**config.mk**
```make
export PLATFORM = sky130hd
export DESIGN_NAME = npes_ctrl
export DESIGN_NICKNAME = d
export VERILOG_FILES = /design/src/npes_pkg.sv /design/src/npes_ctrl.sv
export SDC_FILE = /design/constraint.sdc
export NUM_CORES = 1
export LEC_CHECK = 0
export ABC_AREA = 1
export BUFFER_PORTS_ARGS = -buffer_cell sky130_fd_sc_hd__buf_2
export CAP_MARGIN = 20
export CORE_UTILIZATION = 52
export CTS_CLUSTER_SIZE = 30
export DETAILED_ROUTE_END_ITERATION = 8
export HOLD_SLACK_MARGIN = 0.05
export PLACE_DENSITY = 0.85
export SLEW_MARGIN = 20
export SYNTH_ARGS = -nofsm -noshare
export SYNTH_HDL_FRONTEND = slang
export SYNTH_SLANG_ARGS = --single-unit
```
**constraint.sdc**
```tcl
create_clock -name aclk -period 2.3 [get_ports aclk]
set_input_delay 0.575 -clock aclk [delete_from_list [all_inputs] [get_ports aclk]]
set_output_delay 0.575 -clock aclk [all_outputs]
set_load 0.01 [all_outputs]
```
**src/npes_pkg.sv**
```systemverilog
// ----------------------------------------------------------------------------
// Nearest polygon edge search package
// Shared command codes, datapath operations and controller/datapath bundles.
// ----------------------------------------------------------------------------
package npes_pkg;

    localparam int COORD_W = 24;   // signed Q16.8 coordinate
    localparam int DIFF_W  = 25;   // coordinate difference
    localparam int MUL_W   = 26;   // multiplier operand
    localparam int PROD_W  = 52;   // multiplier product and wide accumulators
    localparam int T_W     = 17;   // clamped parameter, 65536 means 1.0
    localparam int OID_W   = 16;   // id width on the result channel
    localparam int DIV_STEPS = 16;

    typedef enum logic [1:0] {
        CMD_CLEAR  = 2'd0,
        CMD_APPEND = 2'd1,
        CMD_QUERY  = 2'd2,
        CMD_NONE   = 2'd3
    } cmd_t;

    typedef enum logic [3:0] {
        OP_IDLE  = 4'd0,
        OP_START = 4'd1,
        OP_LOAD  = 4'd2,
        OP_LEN_A = 4'd3,
        OP_LEN_B = 4'd4,
        OP_DOT_A = 4'd5,
        OP_DOT_B = 4'd6,
        OP_DOT_C = 4'd7,
        OP_CLAMP = 4'd8,
        OP_DIV   = 4'd9,
        OP_PX    = 4'd10,
        OP_PY    = 4'd11,
        OP_EX    = 4'd12,
        OP_EY    = 4'd13,
        OP_UPD   = 4'd14,
        OP_OUT   = 4'd15
    } dp_op_t;

    typedef struct packed {
        dp_op_t op;
        logic   wr_en;
    } dp_cmd_t;

    typedef struct packed {
        logic div_needed;
    } dp_stat_t;

endpackage

```
**src/npes_ctrl.sv**
```systemverilog
// ----------------------------------------------------------------------------
// Nearest polygon edge search controller
// Command decode, vertex count, edge walk sequencing and result handshake.
// ----------------------------------------------------------------------------
module npes_ctrl #(
    parameter int MAX_VERTS = 64,
    parameter int AW        = 6,
    parameter int CW        = 7
) (
    input  logic                     aclk,
    input  logic                     aresetn,
    input  logic                     s_tvalid,
    output logic                     s_tready,
    input  logic [1:0]               s_cmd,
    output logic                     m_tvalid,
    input  logic                     m_tready,
    output npes_pkg::dp_cmd_t        dp_cmd,
    input  npes_pkg::dp_stat_t       dp_stat,
    output logic [AW-1:0]            wr_addr,
    output logic [AW-1:0]            rd_i,
    output logic [AW-1:0]            rd_j
);
    import npes_pkg::*;

    typedef enum logic [15:0] {
        ST_IDLE  = 16'h0001,
        ST_READ  = 16'h0002,
        ST_LOAD  = 16'h0004,
        ST_LEN_A = 16'h0008,
        ST_LEN_B = 16'h0010,
        ST_DOT_A = 16'h0020,
        ST_DOT_B = 16'h0040,
        ST_DOT_C = 16'h0080,
        ST_CLAMP = 16'h0100,
        ST_DIV   = 16'h0200,
        ST_PX    = 16'h0400,
        ST_PY    = 16'h0800,
        ST_EX    = 16'h1000,
        ST_EY    = 16'h2000,
        ST_UPD   = 16'h4000,
        ST_OUT   = 16'h8000
    } state_t;

    state_t        state_reg, state_next;
    logic [CW-1:0] count_reg, count_next;
    logic [AW-1:0] idx_reg, idx_next;
    logic [3:0]    step_reg, step_next;
    logic          m_valid_reg, m_valid_next;
    logic [CW-1:0] idx_inc;
    logic          accept, last_edge, out_free;
    cmd_t          in_cmd;

    assign in_cmd    = cmd_t'(s_cmd);
    assign s_tready  = (state_reg == ST_IDLE);
    assign accept    = s_tvalid && s_tready;
    assign m_tvalid  = m_valid_reg;
    assign out_free  = !m_valid_reg || m_tready;
    assign idx_inc   = CW'(idx_reg) + CW'(1);
    assign last_edge = (idx_inc >= count_reg);
    assign wr_addr   = count_reg[AW-1:0];
    assign rd_i      = idx_reg;
    assign rd_j      = last_edge ? '0 : idx_inc[AW-1:0];

    always_comb begin
        state_next   = state_reg;
        count_next   = count_reg;
        idx_next     = idx_reg;
        step_next    = step_reg;
        m_valid_next = m_valid_reg;
        dp_cmd.op    = OP_IDLE;
        dp_cmd.wr_en = 1'b0;
        if (m_valid_reg && m_tready) begin
            m_valid_next = 1'b0;
        end
        case (state_reg)
            ST_IDLE: begin
                if (accept) begin
                    case (in_cmd)
                        CMD_CLEAR: count_next = '0;
                        CMD_APPEND: begin
                            if (count_reg < CW'(MAX_VERTS)) begin
                                dp_cmd.wr_en = 1'b1;
                                count_next   = count_reg + CW'(1);
                            end
                        end
                        CMD_QUERY: begin
                            dp_cmd.op  = OP_START;
                            idx_next   = '0;
                            state_next = (count_reg == '0) ? ST_OUT : ST_READ;
                        end
                        default: begin
                        end
                    endcase
                end
            end
            ST_READ:  state_next = ST_LOAD;
            ST_LOAD: begin
                dp_cmd.op  = OP_LOAD;
                state_next = ST_LEN_A;
            end
            ST_LEN_A: begin dp_cmd.op = OP_LEN_A; state_next = ST_LEN_B; end
            ST_LEN_B: begin dp_cmd.op = OP_LEN_B; state_next = ST_DOT_A; end
            ST_DOT_A: begin dp_cmd.op = OP_DOT_A; state_next = ST_DOT_B; end
            ST_DOT_B: begin dp_cmd.op = OP_DOT_B; state_next = ST_DOT_C; end
            ST_DOT_C: begin dp_cmd.op = OP_DOT_C; state_next = ST_CLAMP; end
            ST_CLAMP: begin
                dp_cmd.op  = OP_CLAMP;
                step_next  = '0;
                state_next = dp_stat.div_needed ? ST_DIV : ST_PX;
            end
            ST_DIV: begin
                dp_cmd.op = OP_DIV;
                step_next = step_reg + 4'd1;
                if (step_reg == 4'(DIV_STEPS - 1)) begin
                    state_next = ST_PX;
                end
            end
            ST_PX: begin dp_cmd.op = OP_PX; state_next = ST_PY; end
            ST_PY: begin dp_cmd.op = OP_PY; state_next = ST_EX; end
            ST_EX: begin dp_cmd.op = OP_EX; state_next = ST_EY; end
            ST_EY: begin dp_cmd.op = OP_EY; state_next = ST_UPD; end
            ST_UPD: begin
                dp_cmd.op = OP_UPD;
                if (last_edge) begin
                    state_next = ST_OUT;
                end else begin
                    idx_next   = idx_inc[AW-1:0];
                    state_next = ST_READ;
                end
            end
            ST_OUT: begin
                if (out_free) begin
                    dp_cmd.op    = OP_OUT;
                    m_valid_next = 1'b1;
                    state_next   = ST_IDLE;
                end
            end
            default: state_next = ST_IDLE;
        endcase
    end

    always_ff @(posedge aclk) begin
        if (!aresetn) begin
            state_reg   <= ST_IDLE;
            count_reg   <= '0;
            idx_reg     <= '0;
            step_reg    <= '0;
            m_valid_reg <= 1'b0;
        end else begin
            state_reg   <= state_next;
            count_reg   <= count_next;
            idx_reg     <= idx_next;
            step_reg    <= step_next;
            m_valid_reg <= m_valid_next;
        end
    end

endmodule

```
==> results.md <==
- Worst vdd ir: 0.457 mV
- Min-Delay Path Class: reg2reg
- Placed inst area: 2590 um^2
- Routed vias: 2434
- Sw frac: 0.352
- Bufs and invs on worst path: 2
- Synth top cells by count: nor2_1 (62), nand2_1 (61), inv_1 (38)
- Final estimated routing congestion in global placement: 0.860
- Sequential Power Share: 0.294
- Failing checks: setup timing
- Row Count: 23
- Core area: 4140 um^2
- Final Core Density: 0.745
- Worst path max stage delay: ~380 ps
- Top post-synthesis cells by area: dfxtp_1 (29%), nor2_1 (10%), nand2_1 (9.9%), inv_1 (6.2%), ha_1 (6.0%)
- Crit Path Category: reg2out
- Wire length on met2: around 3200 um
- Met3 WL: 314 um
- DR WL/cell: about 14 um
- # nets final: between 400 and 500
- Vias in the first global route: approximately 2300
- Yosys cell types: 34
- Post-Place Worst Slack: -62.7 ps
- Ordered list of cells on the worst path: ha_4 > nand3_1 > nand2_1 > nand2_1 > inv_2 > ha_4 > a21oi_1 > o21a_1 > nand2_4 > nor2_2 > buf_2
- ANT nets after route: 0
- Clock skew: about 11 ps
- Hold Vio Cnt, Final: 0
- Syn nets: 353
- Gr ovfl total: 0
- Pre-Repair DR Iteration Count: 6
- Io pins: 32
- Post-Syn Instances: between 300 and 400
- Hold path start: step_reg[3]$_SDFFE_PN0P_
- FF-to-FF path depth: 14
- Clock Pin Slew Worst Setup and Hold Paths: ~70 ps
- Post-synth top area share: 0.294
- Buffers on Ports: 31
- Clock Path Buffers: 2
- CTS tree: done
- Outcome: finished, violations left
- Leakage: 1.42 nW
- Sum Neg Setup Slack: -1750 ps
- CP arrival: between 2000 and 2500 ps
- Largest delay share family, worst path: simple AND/OR/NAND/NOR gates
- Post-Syn Area: 2310 um^2
- Most used DFF post-synth: dfxtp_1
- RSZ-0062 raised after global routing: yes
- Htree depth: 2
- WP data required: 1730 ps
- Worst r2r dst: rd_i[4]$_SDFFE_PN0P_
- First-pass GRT wire length: ~9900 um
- Max-cap violations: 0
- Max Slew Vio Count: 0
- Psw: 766 uW
- R2R setup slack: about 160 ps
- Clock power frac: 0.321
- Total power: around 2.2 mW
- HPWL Detailed: 3990 um
- Tcrit/Tclk final: 1.13
- Pwr per Cell Area: about 700 nW/um^2
- Layout cell share with drive strength beyond 1: 0.377
- Startpoint types: flop
- Post-synth EDFFs: 0
- Chip width: 68.7 um
- #FFs+latches synth: 34
- Vias per cell: 5.47
- Post-route setup slack: -299 ps
- Setup violations, final: 6
- Internal cell power: around 1.4 mW
- Largest register FFs: 16
- DR top layer: met4
- Fmax: slightly below 400 MHz
- Crit path max-delay cell type: dfxtp_4
- Num Clock Sinks: 34
- Ys Warns: 0
- Antenna violations before repair: 0
- Crit. End Element: primary output
- CTS root buffer: clkbuf_8
- Number of diodes: 0
- Hold Path Depth: 2
- FFs w/ async S/R, synth: 0
- Area Growth Syn to Fin: 33.6%
- 1st-iter DRT viols: roughly 230
- Slew HR: 0.714
- Worst Path Max Fanout: 7
- Sequential share of the synthesized area: 0.294
- Layout fillers: approximately 310
- Routed WL: between 6000 and 7000 um
- Initial Utilization: 0.558
- Gate power share: 0.385
- Largest net degree at the start of global routing: 16
- Worst r2r src: rd_i[0]$_SDFFE_PN0P_
- Hold path endpoint: step_reg[3]$_SDFFE_PN0P_
- Gr usage total: 0.284
- Period minus WS final: between 2000 and 3000 ps
- Worst skew pair latency: around 300 ps
- DIE HEIGHT: around 70 um
- Count leader, synth: nor2_1
- M1 WL: approximately 2600 um
- Die ar.: approximately 4700 um^2
- DRC viols: 0
- Post-route cell area: between 3000 and 4000 um^2
- Synthesized area per cell: between 6 and 7 um^2
- Worst Max-Slew Pin Slew: between 400 and 500 ps
- Leading area contributor after synthesis: dfxtp_1
- CTS buffer count: 5
==> cell type report <==
class | count | area (um^2) | area share
clock buffer | 6 | 82.6 | 0.0267
timing repair buffer | 61 | 433 | 0.140
multi-input combinational | 249 | 1580 | 0.511
clock inverter | 2 | 60.1 | 0.0194
inverter | 43 | 168 | 0.0543
sequential | 34 | 706 | 0.228
tap | 50 | 62.6 | 0.0203
==> worst max path at each step <==
stage / slack (ps) / to / start / cells after the start
3_5_place_dp: -60 / rd_j[5] / rd_i[1]$_SDFFE_PN0P_ / 10
3_3_place_gp: 40 / rd_j[5] / rd_i[0]$_SDFFE_PN0P_ / 9
6_report: -300 / rd_j[3] / rd_i[0]$_SDFFE_PN0P_ / 11
2_1_floorplan: 5 / rd_j[0] / rd_i[2]$_SDFFE_PN0P_ / 8
4_1_cts: -260 / rd_j[3] / rd_i[0]$_SDFFE_PN0P_ / 9
5_1_grt: -420 / rd_j[4] / rd_i[0]$_SDFFE_PN0P_ / 11
==> kinds of logic after synthesis <==
| kind of cell | count (synthesis) | share of synthesized area |
|---|---|---|
| buf+inv | 53 | 0.105 |
| fa+ha+maj | 11 | 0.0595 |
| xor+xnor | 8 | 0.0303 |
| compound gates | 35 | 0.0850 |
| simple gates | 194 | 0.426 |
| flops | 34 | 0.294 |
==> per-layer routing <==
metal	GRT usage	vias up
li1	-	1191
met4	0.148	0
met1	0.327	1133
met5	0	-
met3	0.0625	23
met2	0.489	87
==> worst reg2reg max path, cell delays in order, from the launching register on <==
cell and delay, ps:
dfxtp_4 380, ha_4 150, nand3_1 90, nand2_1 90, nand2_1 80, inv_2 90, ha_4 200, a21oi_1 160
o21a_1 170, nand2_4 100, buf_4 180, nand2_8 100, nand2_8 80, a21oi_1 120, nor2_1 50
==> through the flow <==
step | cells | hold slack, ps
3_5_place_dp | 420 | 467
5_1_grt | 445 | 506
3_3_place_gp | 420 | 448
4_1_cts | 438 | 475
6_report | 445 | 480
2_1_floorplan | 335 | 439
==> power groups by stage <==
stage	clock network (mW)	registers, mW	logic, mW
after floorplan	0	0.648	0.496
after global placement	0	0.647	0.637
after detailed placement	0	0.647	0.657
after CTS	0.702	0.634	0.750
after global routing	0.727	0.641	0.902
final	0.700	0.640	0.838
==> repair_timing <==
item	4_1_cts	5_1_grt
hold buffers	0	0
pin swaps	10	15
gates resized for setup	20	37
endpoints found under the setup margin	12	14
buffers inserted	9	6
gates cloned	1	1
==> placed cells by master (no fill, tap or decap), types with 2 or more instances in the layout <==
master / count
buf_4: 26
inv_2: 4
nand2_4: 9
dfxtp_2: 11
nor2_4: 15
nor2_1: 49
inv_1: 36
nand4_1: 6
a21oi_1: 16
buf_2: 30
nor4_1: 3
nand3_1: 26
bufinv_16: 2
ha_1: 9
nand2_1: 55
buf_12: 2
buf_6: 2
o21ai_1: 3
xor2_1: 8
dfxtp_4: 3
dfxtp_1: 20
nor3_1: 2
o21ai_0: 7
clkbuf_8: 6
ha_4: 2
nand3b_1: 2
nor2_2: 10
nand2_2: 10
nand2_8: 3
a21oi_2: 5
(Power assumes the default switching activity.)
